`config.mk`:
```
export PLATFORM = sky130hd
export DESIGN_NAME = rpn_stack_evaluator
export DESIGN_NICKNAME = d
export VERILOG_FILES = /design/src/rtl/rse_pkg.sv /design/src/rtl/rse_cell.sv /design/src/rtl/rse_divider.sv /design/src/rtl/rpn_stack_evaluator.sv
export SDC_FILE = /design/constraint.sdc
export NUM_CORES = 2
export LEC_CHECK = 0
export BUFFER_PORTS_ARGS = -buffer_cell sky130_fd_sc_hd__buf_2
export CORE_UTILIZATION = 50
export CTS_CLUSTER_SIZE = 16
export DETAILED_ROUTE_END_ITERATION = 16
export PLACE_DENSITY_LB_ADDON = 0.15
export SLEW_MARGIN = 10
export SYNTH_ARGS = -nofsm -noshare
export SYNTH_HDL_FRONTEND = slang
export SYNTH_SLANG_ARGS = --single-unit
```
`constraint.sdc`:
```
create_clock -name clk -period 28.4 [get_ports clk]
set_input_delay 0 -clock clk [delete_from_list [all_inputs] [get_ports clk]]
set_output_delay 0 -clock clk [all_outputs]
set_load 0.02 [all_outputs]
```
`src/rtl/rse_pkg.sv`:
```
// Shared constants and types for the RPN stack evaluator.
`timescale 1ns / 1ps

package rse_pkg;

    localparam int DATA_W          = 32;
    localparam int STACK_DEPTH_DEF = 32;

    // token codes
    localparam logic [2:0] CMD_PUSH = 3'd0;
    localparam logic [2:0] CMD_ADD  = 3'd1;
    localparam logic [2:0] CMD_SUB  = 3'd2;
    localparam logic [2:0] CMD_MUL  = 3'd3;
    localparam logic [2:0] CMD_DIV  = 3'd4;

    // status codes
    localparam logic [2:0] STS_OK     = 3'd0;
    localparam logic [2:0] STS_FEW    = 3'd1;
    localparam logic [2:0] STS_DIVZ   = 3'd2;
    localparam logic [2:0] STS_BADTOK = 3'd3;
    localparam logic [2:0] STS_FULL   = 3'd4;
    localparam logic [2:0] STS_EMPTY  = 3'd5;

    localparam logic [3:0] DIGIT_MAX = 4'd9;

    // what a stack cell loads this cycle
    typedef enum logic [1:0] {
        CELL_HOLD      = 2'd0,
        CELL_FROM_UP   = 2'd1,
        CELL_FROM_DOWN = 2'd2
    } cell_op_t;

endpackage

```
`src/rtl/rse_cell.sv`:
```
// One stack cell: holds an operand and shifts toward the top or the bottom.
`timescale 1ns / 1ps

module rse_cell (
    input  logic                      clk,
    input  rse_pkg::cell_op_t         op,
    input  logic [rse_pkg::DATA_W-1:0] up_val,
    input  logic [rse_pkg::DATA_W-1:0] down_val,
    output logic [rse_pkg::DATA_W-1:0] val
);
    import rse_pkg::*;

    logic [DATA_W-1:0] val_reg;
    logic [DATA_W-1:0] val_next;

    always_comb
    begin
        case (op)
            CELL_FROM_UP:   val_next = up_val;
            CELL_FROM_DOWN: val_next = down_val;
            default:        val_next = val_reg;
        endcase
    end

    always_ff @(posedge clk)
    begin
        val_reg <= val_next;
    end

    assign val = val_reg;

endmodule

```
`src/rtl/rse_divider.sv`:
```
// Iterative signed divider, truncating toward zero, one quotient bit per cycle.
`timescale 1ns / 1ps

module rse_divider (
    input  logic                       clk,
    input  logic                       rst_n,
    input  logic                       start,
    input  logic [rse_pkg::DATA_W-1:0] dividend,
    input  logic [rse_pkg::DATA_W-1:0] divisor,
    output logic                       done,
    output logic [rse_pkg::DATA_W-1:0] quotient
);
    import rse_pkg::*;

    localparam int CNT_W = $clog2(DATA_W);

    logic             busy_reg;
    logic             done_reg;
    logic [CNT_W-1:0] cnt_reg;
    logic             neg_reg;
    logic [DATA_W-1:0] dvd_reg;
    logic [DATA_W-1:0] dvs_reg;
    logic [DATA_W-1:0] rem_reg;

    logic [DATA_W:0]   rem_shift;
    logic [DATA_W:0]   diff;
    logic              qbit;
    logic [DATA_W-1:0] rem_next;
    logic [DATA_W-1:0] mag_a;
    logic [DATA_W-1:0] mag_b;

    assign mag_a     = dividend[DATA_W-1] ? (~dividend + 1'b1) : dividend;
    assign mag_b     = divisor[DATA_W-1]  ? (~divisor + 1'b1)  : divisor;
    assign rem_shift = {rem_reg, dvd_reg[DATA_W-1]};
    assign diff      = rem_shift - {1'b0, dvs_reg};
    assign qbit      = ~diff[DATA_W];
    assign rem_next  = qbit ? diff[DATA_W-1:0] : rem_shift[DATA_W-1:0];

    always_ff @(posedge clk or negedge rst_n)
    begin
        if (!rst_n)
        begin
            busy_reg <= 1'b0;
            done_reg <= 1'b0;
            cnt_reg  <= '0;
        end
        else
        begin
            done_reg <= busy_reg && !start && (cnt_reg == CNT_W'(DATA_W - 1));
            if (start)
            begin
                busy_reg <= 1'b1;
                cnt_reg  <= '0;
            end
            else if (busy_reg)
            begin
                cnt_reg <= cnt_reg + 1'b1;
                if (cnt_reg == CNT_W'(DATA_W - 1))
                begin
                    busy_reg <= 1'b0;
                end
            end
        end
    end

    // dvd_reg shifts the dividend out and the quotient in
    always_ff @(posedge clk)
    begin
        if (start)
        begin
            dvd_reg <= mag_a;
            dvs_reg <= mag_b;
            rem_reg <= '0;
            neg_reg <= dividend[DATA_W-1] ^ divisor[DATA_W-1];
        end
        else if (busy_reg)
        begin
            rem_reg <= rem_next;
            dvd_reg <= {dvd_reg[DATA_W-2:0], qbit};
        end
    end

    assign done     = done_reg;
    assign quotient = neg_reg ? (~dvd_reg + 1'b1) : dvd_reg;

endmodule

```
`src/rtl/rpn_stack_evaluator.sv`:
```
// Top level of the RPN stack evaluator: token decode, stack cell chain, arithmetic.
`timescale 1ns / 1ps

// Takes one token per request and returns one result per token. The operand
// stack is a chain of STACK_DEPTH shift cells with the top in cell 0; a push
// shifts the chain down, an operator writes its result into cell 0 and shifts
// the rest up. One token is in work at a time. A push, a failing token or any
// token after an error goes straight to S_OUT; add, subtract and multiply
// write alu_reg back in S_WB; divide waits in S_DIV for the divider. Once an
// error is flagged it sticks until the token marked last, whose result ends
// the expression and clears the stack and the status.

module rpn_stack_evaluator #(
    parameter int STACK_DEPTH = rse_pkg::STACK_DEPTH_DEF
) (
    input  logic                       clk,
    input  logic                       rst_n,
    input  logic                       in_valid,
    output logic                       in_ready,
    input  logic [2:0]                 cmd,
    input  logic [3:0]                 digit,
    input  logic                       last,
    output logic                       out_valid,
    input  logic                       out_ready,
    output logic [rse_pkg::DATA_W-1:0] top_value,
    output logic [2:0]                 status,
    output logic                       done_res
);
    import rse_pkg::*;

    localparam int CNT_W = $clog2(STACK_DEPTH + 1);

    typedef enum logic [3:0] {
        S_IDLE = 4'b0001,
        S_WB   = 4'b0010,
        S_DIV  = 4'b0100,
        S_OUT  = 4'b1000
    } state_t;

    state_t            state_reg, state_next;
    logic [CNT_W-1:0]  count_reg, count_next;
    logic [2:0]        err_reg, err_next;
    logic              last_reg, last_next;
    logic [DATA_W-1:0] alu_reg, alu_next;

    cell_op_t          top_op;
    cell_op_t          rest_op;
    logic [DATA_W-1:0] top_load;
    logic              div_start;
    logic              div_done;
    logic [DATA_W-1:0] div_quot;

    logic [DATA_W-1:0] cell_val [STACK_DEPTH];
    logic [DATA_W-1:0] opnd_a;
    logic [DATA_W-1:0] opnd_b;

    assign opnd_b = cell_val[0];
    assign opnd_a = cell_val[1];

    genvar gi;
    generate
        for (gi = 0; gi < STACK_DEPTH; gi++)
        begin : g_cell
            logic [DATA_W-1:0] up_v;
            logic [DATA_W-1:0] down_v;
            cell_op_t          op_v;

            if (gi == 0)
            begin : g_top
                assign up_v = top_load;
                assign op_v = top_op;
            end
            else
            begin : g_mid
                assign up_v = cell_val[gi-1];
                assign op_v = rest_op;
            end

            if (gi == STACK_DEPTH - 1)
            begin : g_bot
                assign down_v = '0;
            end
            else
            begin : g_nbot
                assign down_v = cell_val[gi+1];
            end

            rse_cell u_cell (
                .clk      (clk),
                .op       (op_v),
                .up_val   (up_v),
                .down_val (down_v),
                .val      (cell_val[gi])
            );
        end
    endgenerate

    rse_divider u_div (
        .clk      (clk),
        .rst_n    (rst_n),
        .start    (div_start),
        .dividend (opnd_a),
        .divisor  (opnd_b),
        .done     (div_done),
        .quotient (div_quot)
    );

    always_comb
    begin
        state_next = state_reg;
        count_next = count_reg;
        err_next   = err_reg;
        last_next  = last_reg;
        alu_next   = alu_reg;
        top_op     = CELL_HOLD;
        rest_op    = CELL_HOLD;
        top_load   = alu_reg;
        div_start  = 1'b0;

        case (state_reg)
            S_IDLE:
            begin
                if (in_valid)
                begin
                    last_next  = last;
                    state_next = S_OUT;
                    if (err_reg == STS_OK)
                    begin
                        if (cmd == CMD_PUSH)
                        begin
                            if (digit > DIGIT_MAX)
                                err_next = STS_BADTOK;
                            else if (count_reg >= CNT_W'(STACK_DEPTH))
                                err_next = STS_FULL;
                            else
                            begin
                                top_op     = CELL_FROM_UP;
                                rest_op    = CELL_FROM_UP;
                                top_load   = {{(DATA_W-4){1'b0}}, digit};
                                count_next = count_reg + 1'b1;
                            end
                        end
                        else if (cmd == CMD_ADD || cmd == CMD_SUB ||
                                 cmd == CMD_MUL || cmd == CMD_DIV)
                        begin
                            if (count_reg < CNT_W'(2))
                                err_next = STS_FEW;
                            else
                            begin
                                case (cmd)
                                    CMD_ADD:
                                    begin
                                        alu_next   = opnd_a + opnd_b;
                                        state_next = S_WB;
                                    end
                                    CMD_SUB:
                                    begin
                                        alu_next   = opnd_a - opnd_b;
                                        state_next = S_WB;
                                    end
                                    CMD_MUL:
                                    begin
                                        alu_next   = DATA_W'(opnd_a * opnd_b);
                                        state_next = S_WB;
                                    end
                                    default:
                                    begin
                                        if (opnd_b == '0)
                                            err_next = STS_DIVZ;
                                        else
                                        begin
                                            div_start  = 1'b1;
                                            state_next = S_DIV;
                                        end
                                    end
                                endcase
                            end
                        end
                        else
                            err_next = STS_BADTOK;
                    end
                end
            end

            S_WB:
            begin
                top_op     = CELL_FROM_UP;
                rest_op    = CELL_FROM_DOWN;
                top_load   = alu_reg;
                count_next = count_reg - 1'b1;
                state_next = S_OUT;
            end

            S_DIV:
            begin
                if (div_done)
                begin
                    top_op     = CELL_FROM_UP;
                    rest_op    = CELL_FROM_DOWN;
                    top_load   = div_quot;
                    count_next = count_reg - 1'b1;
                    state_next = S_OUT;
                end
            end

            S_OUT:
            begin
                if (out_ready)
                begin
                    if (last_reg)
                    begin
                        count_next = '0;
                        err_next   = STS_OK;
                    end
                    state_next = S_IDLE;
                end
            end

            default:
                state_next = S_IDLE;
        endcase
    end

    always_ff @(posedge clk or negedge rst_n)
    begin
        if (!rst_n)
        begin
            state_reg <= S_IDLE;
            count_reg <= '0;
            err_reg   <= STS_OK;
            last_reg  <= 1'b0;
        end
        else
        begin
            state_reg <= state_next;
            count_reg <= count_next;
            err_reg   <= err_next;
            last_reg  <= last_next;
        end
    end

    always_ff @(posedge clk)
    begin
        alu_reg <= alu_next;
    end

    assign in_ready  = (state_reg == S_IDLE);
    assign out_valid = (state_reg == S_OUT);
    assign top_value = (count_reg != '0) ? cell_val[0] : '0;
    // an empty stack at the end only reports when nothing failed earlier
    assign status    = (last_reg && err_reg == STS_OK && count_reg == '0) ?
                       STS_EMPTY : err_reg;
    assign done_res  = last_reg;

endmodule
```
## After elaboration in Yosys (flattened, before gate mapping)

Cells that the tools add are included.

| word-level totals | value |
|---|---|
| register bits after elaboration | 1174 |
| input port bits | 12 |
| logic and storage cells | 215 |
| output and inout port bits | 38 |

| cells by class | value |
|---|---|
| $mul | 1 |
| reduce and logical (&&, ||, !) cells | 25 |
| add/subtract/negate cells | 9 |
| eq/ne operators | 24 |
| order comparisons | 3 |
| bitwise logic cells | 7 |
| muxes and demuxes | 101 |

Operators with widths:

| operator | number |
|---|---|
| $pmux W32 S2 | 33 |
| $mux W32 | 12 |
| $add A32 B1 Y32 const B | 3 |
| $not A32 Y32 | 3 |
| $pmux W32 S3 | 1 |
| $mux W6 | 8 |
| $mux W3 | 12 |
| $mux W4 | 9 |
| $sub A33 B32 Y33 | 1 |
| $add A32 B32 Y32 | 1 |
| $logic_not A32 Y1 | 1 |
| $mul A32 B32 Y32 | 1 |
| $sub A32 B32 Y32 | 1 |
| $mux W31 | 1 |
| $pmux W6 S4 | 1 |
| $mux W1 | 17 |
| $pmux W4 S4 | 1 |
| $mux W5 | 2 |
| $ne A2 B1 Y1 const B | 5 |
| $reduce_and A9 Y1 | 1 |
| $reduce_and A8 Y1 | 1 |
| $reduce_bool A2 Y1 | 4 |
| $reduce_and A7 Y1 | 1 |
| $add A6 B1 Y6 const B | 1 |
| 38 further kinds | 49 |

## Longest topological paths before layout

| logic depth | value |
|---|---|
| depth in word-level cells | 12 |
| depth in mapped cells | 27 |
| mapped depth without buffers | 25 |

## Modules after synthesis

A second synthesis with hierarchy kept.

| second synthesis, totals | value |
|---|---|
| cells, all modules | 5647 |
| area, all modules | 77753.3 µm² |

Modules (own cells, without submodules):

| module | cells an instance | times used | sequential area each (µm²) | area an instance (µm²) |
|---|---|---|---|---|
| rse_cell | 71 | 32 | 960.9 | 1525.2 |
| rpn_stack_evaluator | 2475 | 1 | 1312.5 | 21152.8 |
| rse_divider | 900 | 1 | 2767.7 | 7793.7 |

## Worst setup path before layout

Ideal clock, no wire load.

| path | value |
|---|---|
| path type | reg-to-reg |
| start | register err_reg[2] |
| end | register g_cell[10].u_cell.val_reg[0] (enable) |
| slack | 5431 ps |
| required time | 27066 ps |
| data arrival time | 21635 ps |
| cell stages (with the launch flop) | 8 |
| path buffers | 1 |
| library setup time | 1334 ps |
| clock period less this slack | 22969 ps |
| cells stage by stage | dfrtp_1 nor3_1 nand2_1 nor4_1 clkinv_1 clkbuf_1 ha_1 inv_1 |

| between the ends | value |
|---|---|
| word-level cells in the longest chain between the ends | 6 |
| elaborated cells between the ends (all ways) | 7 |
| those cells by class | eq/ne: 2; mux: 3; reduce/logical: 2 |

RTL lines:

| what | line | source |
|---|---|---|
| from (decl) | rpn_stack_evaluator.sv:42 | `logic [2:0] err_reg, err_next;` |
| from (signal assigned) | rpn_stack_evaluator.sv:237 | `err_reg <= err_next;` |
| $logic_not A3 Y1 (*) | rpn_stack_evaluator.sv:127 | `if (err_reg == STS_OK)` |
| $mux W1 (*) | rpn_stack_evaluator.sv:127 |  |
| $mux W1 (*) | rpn_stack_evaluator.sv:123 | `if (in_valid)` |
| $pmux W2 S3 (*) | rpn_stack_evaluator.sv:120 | `case (state_reg)` |
| $eq A2 B1 Y1 or $eq A2 B2 Y1 (tied branches) | rse_cell.sv:18 | `case (op)` |
| $reduce_bool A2 Y1 (no line) (*) | n/a |  |
| to (signal assigned) | rse_cell.sv:27 | `val_reg <= val_next;` |
| to (decl) | rse_cell.sv:13 | `logic [DATA_W-1:0] val_reg;` |

Mark *: on every way between the ends. The rest lies on a longest branch, timed or not.
A chain may end at the register's enable or synchronous reset.

## Worst setup path after layout

| path | value |
|---|---|
| start | register err_reg[2] |
| end | register g_cell[18].u_cell.val_reg[9] (enable) |

| between the ends | value |
|---|---|
| word-level cells in the longest chain between the ends | 6 |
| elaborated cells between the ends (all ways) | 7 |
| those cells by class | eq/ne: 2; mux: 3; reduce/logical: 2 |

RTL lines:

| what | line |
|---|---|
| $logic_not A3 Y1 (*) | rpn_stack_evaluator.sv:127 |
| $mux W1 (*) | rpn_stack_evaluator.sv:127 |
| $mux W1 (*) | rpn_stack_evaluator.sv:123 |
| $pmux W2 S3 (*) | rpn_stack_evaluator.sv:120 |
| $eq A2 B1 Y1 or $eq A2 B2 Y1 (tied branches) | rse_cell.sv:18 |
| $reduce_bool A2 Y1 (no line) (*) | n/a |
| to (signal assigned) | rse_cell.sv:27 |
| to (decl) | rse_cell.sv:13 |

Marked as above.

==> metrics.cfg <==
[run_status]
outcome=complete, no violations

[clock_tree]
ctsResizeCount=0
path_clk_slew_ps=60
cts_tree=yes
cts_made_buffers=133
clk_latency_ps=760
htree_levels=4
max-clock-path-buffers=3
clock-root-buffer=clkbuf_16
cts.sinks=1174

[worst_setup_path]
critPathSlowestCell=nor4_1
crit_path_max_fanout=188
worstSetupPathType=flip-flop to flip-flop
crit_arrival_ps=8410
end_kind=flip-flop
slowest_delay_ps=930
crit_path_cell_trace=nor3_1, nand2_1, nor4_1, clkinv_1, ha_4, inv_8, buf_12, buf_4, buf_4, buf_4
critPathLaunch=err_reg[2]
cp-start-kind=flip-flop
cp.required_ps=28780
r2r_start=err_reg[2]
crit_top_cell=buf_4

[global_routing]
grt_usage=0.213
overflow=0
antenna_found_initial=2
grt_pass1_vias=41542
grt_pass1_wl_um=238000
grt_max_degree=222

[sta]
hold_viol_final=0
finClkSkew_ps=31.1
drv_slew=0
setup_viol=0
hold_ws_ps=150
rsz0062_at_grt=false
max-slew-margin-rel=0.191
fmax_mhz=125
finalCriticalPeriod_ps=8030
tightest_slew_ps=1210
tns_ps=0
fin_crit_sh=0.283

[synthesis]
synth_top_area_frac=0.478
postSynth.asyncResetShare=0.0179
avgSynthCellArea_um2=13.1
ys.flop_type=edfxtp_1
synth_edf_count=1121
ys_types=78
yosysWarnings=0
netlist_area_um2=70500
yosysSeqAreaShare=0.494
synth_largest_area_cell=edfxtp_1
synthesis.nets=6016
netlist_top_cells_area=edfxtp_1 48%, mux2_2 15%, fa_1 12%, ha_1 3.5%, and2_1 2.8%
ys_ff_latch=1174
syn_inst=5396

[floorplanning]
die_h_um=377
dieArea_um2=142000
std_cell_rows=137
io_pins=50
core_um2=140000
dieWidth_um=377
start_util=0.505

[worst_hold_path]
min_path_type=primary input to flip-flop
hold_start=digit[0]

[drt]
wl_um=149000
drtIter0Drc=3451
vias_per_cell=5.55
ant_nets=0
vias=40756
drc=0
dr.pass1.iters=5
wl_per_cell_um=20.2

[final_layout]
final_common_cell=edfxtp_1
largest_register_ffs=1024
syn2layout_area_growth_pct=9.29
layout_common_cells=1,121 x edfxtp_1, 961 x mux2_2, 448 x inv_1, 427 x nand2_1, 411 x fa_1
final_nets=5995
nFillCells=11679
drive_gt1_frac=0.241

[pwr]
power_density_nw_per_um2=58.1
leakage_uw=0.0286
irDropWorstVdd_mv=0.0577

[placement]
port_buffers=49
hpwl_um=95300
globalplace.congestion=0.870

[job]
cap_violations=0

[cell usage after synthesis, drive strengths merged, types with 5 or more instances]
cell	n
a21oi	80
ha	197
nand2b	23
nor2	106
o31ai	37
o211ai	11
nand4	13
nor3b	5
dfrtp	20
clkbuf	294
o22ai	6
a31oi	30
and2	311
xor2	125
nor4	15
o21bai	12
o31a	7
fa	411
or2	14
nor2b	69
a21o	32
or3	21
o21ai	179
o41ai	15
mux2i	12
mux2	961
and3	17
a21boi	6
buf	17
nor3	32
nand3	46
inv	450
o21a	19
a211oi	15
a211o	6
nand2	427
o311ai	6
or4	15
edfxtp	1121
xnor2	129
dfxtp	32
[metal layers]
layer | up-vias | GRT usage | share of wire
li1 | 18917 | - | -
met1 | 20617 | 0.307 | 0.46
met2 | 1006 | 0.328 | 0.45
met3 | 216 | 0.0407 | 0.061
met4 | 0 | 0.0602 | 0.023
met5 | - | 0 | 0
[cell type report]
class / count / area, µm² / area share
Tap cell: 1876 / 2350 / 0.0305
Clock buffer: 154 / 3430 / 0.0445
Antenna cell: 2 / 5.00 / 0.0000650
Multi-Input combinational cell: 3460 / 32800 / 0.426
Clock inverter: 76 / 782 / 0.0102
Inverter: 451 / 1700 / 0.0221
Timing Repair Buffer: 155 / 1140 / 0.0147
Sequential cell: 1174 / 34800 / 0.452
[timing repair]
item	4_1_cts	5_1_grt
setup endpoints to repair	0	0
endpoints found under the hold margin	45	0
hold buffers	18	0
setup buffers	0	0
[where the power goes]
| group | switching (µW) | internal [µW] | leakage [µW] | total [µW] |
|---|---|---|---|---|
| sequential | 34.9 | 1920 | 0.0106 | 1960 |
| clock | 699 | 962 | 0.00205 | 1660 |
| combinational | 499 | 357 | 0.0159 | 856 |
| total | 1230 | 3240 | 0.0286 | 4470 |
[worst max-delay path: cells and delay by family, from the launching register on]
| kind | cells | cell delay [ps] |
|---|---|---|
| flops | 1 | 400 |
| simple gates | 3 | 1660 |
| fa+ha+maj | 1 | 500 |
| buf+inv | 6 | 4740 |
[per-stage QoR]
stage / std cells / area (µm²) / power (µW) / util / setup WS (ps)
after floorplan: 5396 / 70500 / 2640 / - / 5430
after global placement: 7098 / 72600 / 2830 / 0.520 / 20500
after detailed placement: 7098 / 72600 / 2840 / 0.520 / 20270
after CTS: 7346 / 77000 / 4520 / 0.551 / 20280
after global routing: 7346 / 77000 / 4700 / 0.551 / 19790
final: 7348 / 77000 / 4470 / 0.551 / 20370
[final timing paths]
path	slack, ps	depth (start not counted)	end
max	20370	10	g_cell[18].u_cell.val[9]
min	150	3	g_cell[0].u_cell.val[0]
max reg2reg	20370	10	g_cell[18].u_cell.val[9]
min reg2reg	490	2	u_div.rem_reg[2]
max in group asynchronous	26700	4	state_reg[1]
min in group asynchronous	310	3	state_reg[0]
[kinds of logic after synthesis]
kind of cell | count (synthesis) | synth area share
fa+ha+maj | 608 | 0.152
compound gates | 498 | 0.0452
mux | 973 | 0.155
buf+inv | 762 | 0.0409
simple gates | 1127 | 0.0812
xor+xnor | 254 | 0.0316
flops | 1174 | 0.494
Note: power is estimated with default switching activity, not from simulation.
